`src/design/ftpr_pkg.sv`:
```
// Types, constants and helpers shared by the FTP control reply parser.
package ftpr_pkg;

   localparam int SIZE_BITS = 48;
   localparam int SIZE_W    = SIZE_BITS + 4;

   localparam logic [7:0] CHAR_ZERO  = 8'h30;
   localparam logic [7:0] CHAR_CR    = 8'h0D;
   localparam logic [7:0] CHAR_LF    = 8'h0A;
   localparam logic [7:0] CHAR_SPACE = 8'h20;
   localparam logic [7:0] CHAR_OPEN  = 8'h28;
   localparam logic [7:0] CHAR_COMMA = 8'h2C;
   localparam logic [7:0] CHAR_CLOSE = 8'h29;

   localparam logic [15:0] LIMIT_RESET      = 16'd4096;
   localparam logic [15:0] COUNT_MAX        = 16'hFFFF;
   localparam logic [15:0] CODE_LENGTH      = 16'd3;
   localparam logic [15:0] SIZE_START_INDEX = 16'd4;
   localparam logic [1:0]  PREFIX_FULL      = 2'd3;
   localparam logic [9:0]  CODE_PASV        = 10'd227;
   localparam logic [9:0]  CODE_SIZE        = 10'd213;
   localparam logic [9:0]  GROUP_MAX        = 10'd255;
   localparam logic [1:0]  GROUP_DIGITS_MAX = 2'd3;

   localparam logic [1:0] STATUS_OK        = 2'd0;
   localparam logic [1:0] STATUS_OVERFLOW  = 2'd1;
   localparam logic [1:0] STATUS_CODE_BAD  = 2'd2;
   localparam logic [1:0] STATUS_TUPLE_BAD = 2'd3;

   localparam logic [2:0] PHASE_NONE      = 3'd0;
   localparam logic [2:0] PHASE_FIRST     = 3'd1;
   localparam logic [2:0] PHASE_LAST_ADDR = 3'd4;
   localparam logic [2:0] PHASE_PORT_HIGH = 3'd5;
   localparam logic [2:0] PHASE_PORT_LOW  = 3'd6;
   localparam logic [2:0] PHASE_CLOSED    = 3'd7;

   localparam logic [1:0] RUN_IDLE   = 2'd0;
   localparam logic [1:0] RUN_ACTIVE = 2'd1;
   localparam logic [1:0] RUN_ENDED  = 2'd2;
   localparam logic [1:0] RUN_NONE   = 2'd3;

   typedef struct packed {
      logic [2:0]  phase;
      logic [9:0]  value;
      logic [1:0]  digits;
      logic [31:0] address;
      logic [7:0]  port_high;
      logic        bad;
   } tuple_state_type;

   localparam tuple_state_type TUPLE_RESET = '{
      phase: PHASE_NONE, value: 10'd0, digits: 2'd0,
      address: 32'd0, port_high: 8'd0, bad: 1'b0};

   // Result fields, reply_code in the lowest bits.
   typedef struct packed {
      logic        size_valid;
      logic [47:0] byte_total;
      logic        address_valid;
      logic [15:0] pasv_port;
      logic [31:0] host_address;
      logic [1:0]  status;
      logic [9:0]  reply_code;
   } reply_type;

   localparam int REPLY_BITS = $bits(reply_type);
   localparam int RSP_BYTES  = (REPLY_BITS + 7) / 8;
   localparam int RSP_BITS   = RSP_BYTES * 8;

   function automatic logic is_digit(input logic [7:0] b);
      return b inside {[8'h30:8'h39]};
   endfunction

   function automatic logic [3:0] digit_value(input logic [7:0] b);
      logic [7:0] diff;
      diff = b - CHAR_ZERO;
      return diff[3:0];
   endfunction

endpackage

```
`src/design/ftpr_tuple.sv`:
```
// Next-state logic for the passive-mode address tuple.
module ftpr_tuple
   import ftpr_pkg::*;
(
   input  tuple_state_type cur,
   input  logic [7:0]      rx_byte,
   output tuple_state_type nxt
);

   logic       digit;
   logic [9:0] value_next;

   assign digit      = is_digit(rx_byte);
   assign value_next = {cur.value[6:0], 3'b000} + {cur.value[8:0], 1'b0}
                       + 10'(digit_value(rx_byte));

   always_comb begin
      nxt = cur;
      if (cur.phase == PHASE_NONE) begin
         if (rx_byte == CHAR_OPEN) begin
            nxt.phase  = PHASE_FIRST;
            nxt.value  = 10'd0;
            nxt.digits = 2'd0;
         end
      end else if (cur.phase != PHASE_CLOSED) begin
         if (digit) begin
            if (cur.digits >= GROUP_DIGITS_MAX) begin
               nxt.bad   = 1'b1;
               nxt.phase = PHASE_CLOSED;
            end else begin
               nxt.value  = value_next;
               nxt.digits = cur.digits + 2'd1;
            end
         end else if (cur.digits == 2'd0 || cur.value > GROUP_MAX) begin
            nxt.bad   = 1'b1;
            nxt.phase = PHASE_CLOSED;
         end else if (rx_byte == CHAR_COMMA && cur.phase <= PHASE_PORT_HIGH) begin
            if (cur.phase <= PHASE_LAST_ADDR) begin
               nxt.address = {cur.address[23:0], cur.value[7:0]};
            end else begin
               nxt.port_high = cur.value[7:0];
            end
            nxt.phase  = cur.phase + 3'd1;
            nxt.value  = 10'd0;
            nxt.digits = 2'd0;
         end else if (rx_byte == CHAR_CLOSE && cur.phase == PHASE_PORT_LOW) begin
            nxt.phase = PHASE_CLOSED;
         end else begin
            nxt.bad   = 1'b1;
            nxt.phase = PHASE_CLOSED;
         end
      end
   end

endmodule

```
`src/design/ftp_control_reply_parser.sv`:
```
// Top level of the FTP control reply parser.
// Takes one reply byte per word and returns one result word per finished reply (the first
// CR LF after a line opening with three digits and a space) or when the byte count reaches
// the reply limit written through csr_wdata. A byte can be taken every cycle; the only stall
// is a byte that finishes a reply while the previous result still waits on rsp_tready. The
// result word follows its last accepted byte: the byte is registered in in_byte_ff, handled
// by the code, line, tuple and size logic, and the result is registered in rsp_data_ff.
module ftp_control_reply_parser
   import ftpr_pkg::*;
(
   input  logic                clock,
   input  logic                reset,
   input  logic                req_tvalid,
   output logic                req_tready,
   input  logic [7:0]          req_tdata,   // rx_byte
   output logic                rsp_tvalid,
   input  logic                rsp_tready,
   // reply_code, status, host_address, pasv_port, address_valid, byte_total, size_valid
   output logic [RSP_BITS-1:0] rsp_tdata,
   input  logic                csr_we,
   input  logic [15:0]         csr_wdata
);

   logic                 in_valid_ff;
   logic [7:0]           in_byte_ff;
   logic [15:0]          limit_ff;
   logic [15:0]          count_ff, count_in;
   logic                 line_start_ff, line_start_in;
   logic [1:0]           prefix_ff, prefix_in;
   logic                 final_seen_ff, final_seen_in;
   logic                 prev_cr_ff, prev_cr_in;
   logic [9:0]           code_ff, code_in;
   logic                 code_bad_ff, code_bad_in;
   tuple_state_type      tuple_ff, tuple_in;
   logic [SIZE_BITS-1:0] size_ff, size_in;
   logic [1:0]           run_ff, run_in;
   logic                 rsp_valid_ff;
   reply_type            rsp_data_ff, reply_in;

   logic                 digit;
   logic [3:0]           dval;
   logic [SIZE_W-1:0]    size_grown;
   logic [63:0]          size_wide;
   logic                 done;
   logic                 overflow;
   logic                 has_result;
   logic                 advance;
   logic [1:0]           status;
   logic                 addr_ok;
   logic                 size_ok;

   ftpr_tuple u_tuple (
      .cur     (tuple_ff),
      .rx_byte (in_byte_ff),
      .nxt     (tuple_in)
   );

   assign digit      = is_digit(in_byte_ff);
   assign dval       = digit_value(in_byte_ff);
   assign size_grown = SIZE_W'({size_ff, 3'b000}) + SIZE_W'({size_ff, 1'b0}) + SIZE_W'(dval);
   assign size_wide  = 64'(size_ff);

   always_comb begin
      code_in       = code_ff;
      code_bad_in   = code_bad_ff;
      line_start_in = line_start_ff;
      prefix_in     = prefix_ff;
      final_seen_in = final_seen_ff;
      size_in       = size_ff;
      run_in        = run_ff;

      if (count_ff < CODE_LENGTH) begin
         code_in = {code_ff[6:0], 3'b000} + {code_ff[8:0], 1'b0}
                   + (digit ? 10'(dval) : 10'd0);
         if (!digit) begin
            code_bad_in = 1'b1;
         end
      end

      if (line_start_ff && !final_seen_ff) begin
         if (prefix_ff < PREFIX_FULL && digit) begin
            prefix_in = prefix_ff + 2'd1;
         end else if (prefix_ff == PREFIX_FULL && in_byte_ff == CHAR_SPACE) begin
            final_seen_in = 1'b1;
            line_start_in = 1'b0;
         end else begin
            line_start_in = 1'b0;
         end
      end
      done       = final_seen_in && prev_cr_ff && in_byte_ff == CHAR_LF;
      prev_cr_in = in_byte_ff == CHAR_CR;
      if (in_byte_ff == CHAR_LF) begin
         line_start_in = 1'b1;
         prefix_in     = 2'd0;
      end

      if (count_ff == SIZE_START_INDEX) begin
         if (digit) begin
            size_in = SIZE_BITS'(dval);
            run_in  = RUN_ACTIVE;
         end else begin
            run_in = RUN_NONE;
         end
      end else if (count_ff > SIZE_START_INDEX && run_ff == RUN_ACTIVE) begin
         if (digit) begin
            if (size_grown > SIZE_W'({SIZE_BITS{1'b1}})) begin
               size_in = {SIZE_BITS{1'b1}};
            end else begin
               size_in = size_grown[SIZE_BITS-1:0];
            end
         end else begin
            run_in = RUN_ENDED;
         end
      end

      count_in = (count_ff < COUNT_MAX) ? count_ff + 16'd1 : count_ff;
      overflow = count_in >= limit_ff;

      if (code_bad_ff) begin
         status = STATUS_CODE_BAD;
      end else if (code_ff == CODE_PASV
                   && (tuple_ff.phase != PHASE_CLOSED || tuple_ff.bad)) begin
         status = STATUS_TUPLE_BAD;
      end else begin
         status = STATUS_OK;
      end
      addr_ok = status == STATUS_OK && code_ff == CODE_PASV;
      size_ok = status == STATUS_OK && code_ff == CODE_SIZE
                && run_ff != RUN_IDLE && run_ff != RUN_NONE;

      reply_in = '0;
      if (overflow) begin
         reply_in.reply_code = code_in;
         reply_in.status     = STATUS_OVERFLOW;
      end else begin
         reply_in.reply_code = code_ff;
         reply_in.status     = status;
         if (addr_ok) begin
            reply_in.host_address  = tuple_ff.address;
            reply_in.pasv_port     = {tuple_ff.port_high, tuple_ff.value[7:0]};
            reply_in.address_valid = 1'b1;
         end
         if (size_ok) begin
            reply_in.byte_total = size_wide[47:0];
            reply_in.size_valid = 1'b1;
         end
      end
   end

   assign has_result = overflow || done;
   assign advance    = in_valid_ff && (!has_result || !rsp_valid_ff || rsp_tready);
   assign req_tready = !in_valid_ff || advance;
   assign rsp_tvalid = rsp_valid_ff;
   assign rsp_tdata  = RSP_BITS'(rsp_data_ff);

   always_ff @(posedge clock) begin
      if (reset) begin
         in_valid_ff <= 1'b0;
      end else if (req_tready) begin
         in_valid_ff <= req_tvalid;
      end
      if (req_tready && req_tvalid) begin
         in_byte_ff <= req_tdata;
      end
   end

   always_ff @(posedge clock) begin
      if (reset) begin
         limit_ff <= LIMIT_RESET;
      end else if (csr_we) begin
         limit_ff <= csr_wdata;
      end
   end

   always_ff @(posedge clock) begin
      if (reset || (advance && has_result)) begin
         count_ff      <= 16'd0;
         line_start_ff <= 1'b1;
         prefix_ff     <= 2'd0;
         final_seen_ff <= 1'b0;
         prev_cr_ff    <= 1'b0;
         code_ff       <= 10'd0;
         code_bad_ff   <= 1'b0;
         tuple_ff      <= TUPLE_RESET;
         size_ff       <= '0;
         run_ff        <= RUN_IDLE;
      end else if (advance) begin
         count_ff      <= count_in;
         line_start_ff <= line_start_in;
         prefix_ff     <= prefix_in;
         final_seen_ff <= final_seen_in;
         prev_cr_ff    <= prev_cr_in;
         code_ff       <= code_in;
         code_bad_ff   <= code_bad_in;
         tuple_ff      <= tuple_in;
         size_ff       <= size_in;
         run_ff        <= run_in;
      end
   end

   always_ff @(posedge clock) begin
      if (reset) begin
         rsp_valid_ff <= 1'b0;
      end else if (advance && has_result) begin
         rsp_valid_ff <= 1'b1;
      end else if (rsp_tready) begin
         rsp_valid_ff <= 1'b0;
      end
      if (advance && has_result) begin
         rsp_data_ff <= reply_in;
      end
   end

endmodule

```
`config.mk`:
```
export PLATFORM = sky130hd
export DESIGN_NAME = ftp_control_reply_parser
export DESIGN_NICKNAME = d
export VERILOG_FILES = /design/src/design/ftpr_pkg.sv /design/src/design/ftpr_tuple.sv /design/src/design/ftp_control_reply_parser.sv
export SDC_FILE = /design/constraint.sdc
export NUM_CORES = 1
export LEC_CHECK = 0
export BUFFER_PORTS_ARGS = -buffer_cell sky130_fd_sc_hd__buf_2
export CAP_MARGIN = 20
export CORE_MARGIN = 3
export CORE_UTILIZATION = 45
export CTS_CLUSTER_SIZE = 30
export DETAILED_ROUTE_END_ITERATION = 10
export GPL_TIMING_DRIVEN = 1
export PLACE_DENSITY = 0.66
export SETUP_SLACK_MARGIN = 0.15
export SYNTH_ARGS = -nofsm -noshare
export SYNTH_HDL_FRONTEND = slang
export SYNTH_SLANG_ARGS = --single-unit
```
`constraint.sdc`:
```
create_clock -name clock -period 8.4 [get_ports clock]
set_input_delay 0.42 -clock clock [delete_from_list [all_inputs] [get_ports clock]]
set_output_delay 0.42 -clock clock [all_outputs]
set_load 0.02 [all_outputs]
```
==> impl_results.md <==
- Worst Path Arrival: between 6 and 7 ns
- Buffers on Ports: 140
- Unrepaired setup endpoints after global routing: false
- Type of the most critical hold path: in -> reg
- Reg2Reg Capture Point: size_ff[12]$_SDFFE_PP0P_
- Post-route antenna net violation count: 0
- Peak VDD IR: 0.1798 mV
- Rows: 67
- Non-Filler Instances: 2,263
- Sequential element share of the synthesized area: 42.69%
- Crit. End Element: flop
- Initial Util: 46.11%
- Final GP Congestion: approximately 0.87
- Mapped Area: roughly 16,000 um2
- R2R setup slack: between 2 and 3 ns
- Die X: between 150 and 200 um
- Post-CTS setup buffers: 0
- Placed wire-length estimate: 27.17 mm
- Core footprint: 33,870 um2
- Top FF cell, synth: dfxtp_1
- CP Class: reg -> reg
- Synth cell types: 75
- Setup TNS Final: 0 ns
- Rel. slew slack: a little over two fifths
- Max-Cap Viols: 0
- Min Tclk post-route: 5.756 ns
- Root Driver: clkbuf_16
- Outcome: finished clean
- Setup ws final: ~2.6 ns
- Clock Latency Late Sink: around 0.56 ns
- Most common cell after layout, fill and taps aside: nand2_1
- CP Max Fanout: 32
- Worst Tran Pin Value: 0.8631 ns
- Leak: 7.320 nW
- Period utilization: 68.53%
- Final WL: between 30 and 40 mm
- DR vias: 12,438
- Final #Nets: between 1,500 and 2,000
- I/O pins: 143
- Clock sink count: 274
- CTS tree: built
- Hold Crit Depth: 1
- Cell area after layout: 17,750 um2
- DRC: 0
- Hold slack: between 0.06 and 0.07 ns
- Ys async rst share: 0%
- Most frequent cells in the layout: nand2_1 (198), a21oi_1 (171), dfxtp_1 (156)
- Placed Cells: between 2,000 and 2,500
- Vias per inst: about 5.5
- Share of cells above drive strength 1: roughly 14%
- Initial antenna violation count: 0
- GRT Util Overall: 20.05%
- Pin count of the biggest net entering global routing: 68
- Deepest clock path buffer count: 3
- Count of final hold-check violations: 0
- Routed length per instance: between 15 and 20 um
- Clk slew on worst S/H paths: 0.06 ns
- Hold path endpoint: in_byte_ff[7]$_DFFE_PP_
- Max-slew violations: 0
- Post-synth EDFFs: approximately 120
- Startpoint types: flop
- Resized cells post-CTS: 0
- Worst R2R Start: count_ff[2]$_SDFFE_PP0N_
- Worst hold start: req_tdata[7]
- Final setup vio count: 0
- Fmax: 173.7 MHz
- CP required: just under 9 ns
- Post-Synthesis Cells: 1,683
- Avg Inst Size Synth: 9.279 um2
- Ant. Diodes: 0
- TritonCTS buffer count: 31
- Area grow syn2layout: 13.64%
- Worst R2R Path Depth: 19
- Pwr/cell area: approximately 160 nW/um2
- Vert. Die Dim: about 190 um
- Initial DRT Pass Iterations: 5
- Starting DRT DRC Count: between 700 and 800
- Placed cell areas: 16,680 um2
- Clock skew: 0.01201 ns
- First-pass GRT wire length: 61.19 mm
- Hold_buf cts: 0
- Worst slack, placed: about 2.7 ns
- Vias in the first global route: 12,084
- Grt ovf: 0
- Post-synthesis register bit count: around 270
- CTS H-Tree Depth: 1
- Area of the die: 36,970 um2
- Synth warn: 0
routing by layer:
metal  vias to the layer above  routed length (um)  GRT usage [%]
li1                       6240                   -              -
met1                      5867               17670          27.48
met2                       277               17480          34.07
met3                        54                1750          2.507
met4                         0                 684          4.259
met5                         -                   0              0
sequential cells by signal (all words and copies together), names as in the netlist, 8 cells and up:
signal / cells
count_ff: 16
code_ff: 10
in_byte_ff: 8
tuple_ff: 56
size_ff: 48
limit_ff: 16
rsp_tdata: 110
worst max-delay path, stage by stage, from the launching register on:
cell      delay (ns)
dfxtp_1         0.59
nand4_1         0.29
nor4_1          0.46
nand4_1         0.16
or2_2           0.40
and3_1          0.26
and3_1          0.21
xor2_1          0.15
ha_1            0.31
a21oi_1         0.14
o21ai_0         0.09
a21oi_1         0.20
o41ai_2         0.11
buf_4           0.19
a21oi_2         0.14
buf_4           0.35
and3_1          0.72
nand2_1         0.10
nor3_1          0.55
a211oi_1        0.16
power breakdown:
part / switching [W] / internal (W)
clock: 0.000556 / 0.000833
combinational: 0.0000568 / 0.0000291
sequential: 0.00000972 / 0.00139
stage by stage:
step                      utilization, %  total power [W]
after CTS                          52.40         0.002912
final                              52.40         0.002879
after detailed placement           49.26         0.001517
after global routing               52.40         0.002972
after floorplan                        -         0.001487
after global placement             49.26         0.001515
layout make-up:
class                      instances  area [um2]
clock buffer                      39       837.1
clock inverter                    19       224.0
fill                            3189       16120
inverter                          48       180.2
multi-input combinational       1280        8464
sequential                       274        6666
tap                              448       560.5
timing repair buffer             155       813.3
cell usage after synthesis (4+ instances only):
cell	number	share of area, %
a41oi_1	6	0.34
xor2_1	31	1.7
fa_1	6	0.77
xnor2_1	48	2.7
mux2_2	8	0.58
nor2b_1	7	0.28
o211ai_1	10	0.48
clkbuf_1	73	1.8
dfxtp_1	156	20
nand3_1	39	1.2
ha_1	150	12
and3_1	13	0.52
a211o_1	5	0.28
mux2i_1	24	1.5
nor2_1	132	3.2
o21bai_1	7	0.34
a21boi_0	4	0.19
o21ai_1	4	0.13
a211oi_1	9	0.43
nand4_1	24	0.96
nand2_1	198	4.8
nor4_1	9	0.36
inv_1	48	1.2
or2_2	5	0.20
nor3_1	29	0.93
a21oi_1	172	5.5
o22ai_1	6	0.24
a31oi_1	11	0.44
edfxtp_1	118	23
or3_1	7	0.28
o21ai_0	105	3.4
and2_1	103	4.1
a21oi_2	10	0.56
a21o_1	29	1.4
or4_1	5	0.24
o21a_1	12	0.58
logic make-up (layout without fill, tap and decap cells):
group	count (synthesis)	count (layout)	synth area share, %
adders and majority gates	156	156	12.79
xor gates and xnor gates	79	79	4.431
DFF	274	274	42.69
and+or+nand+nor	592	592	18.29
AOI/OAI and AO/OA	418	418	16.18
buffers and inverters	130	261	3.333
other	1	2	0.02401
muxes	33	33	2.259
worst max-delay path by stage:
| stage | start | to | slack (ns) |
|---|---|---|---|
| 2_1_floorplan | count_ff[3]$_SDFFE_PP0N_ | rsp_tdata[0]$_DFFE_PP_ | 1.57 |
| 3_3_place_gp | count_ff[2]$_SDFFE_PP0N_ | size_ff[12]$_SDFFE_PP0P_ | 2.94 |
| 3_5_place_dp | count_ff[2]$_SDFFE_PP0N_ | size_ff[12]$_SDFFE_PP0P_ | 2.71 |
| 4_1_cts | count_ff[2]$_SDFFE_PP0N_ | size_ff[12]$_SDFFE_PP0P_ | 2.68 |
| 5_1_grt | count_ff[2]$_SDFFE_PP0N_ | size_ff[12]$_SDFFE_PP0P_ | 2.17 |
| 6_report | count_ff[2]$_SDFFE_PP0N_ | size_ff[12]$_SDFFE_PP0P_ | 2.64 |
(Power assumes the default switching activity.)
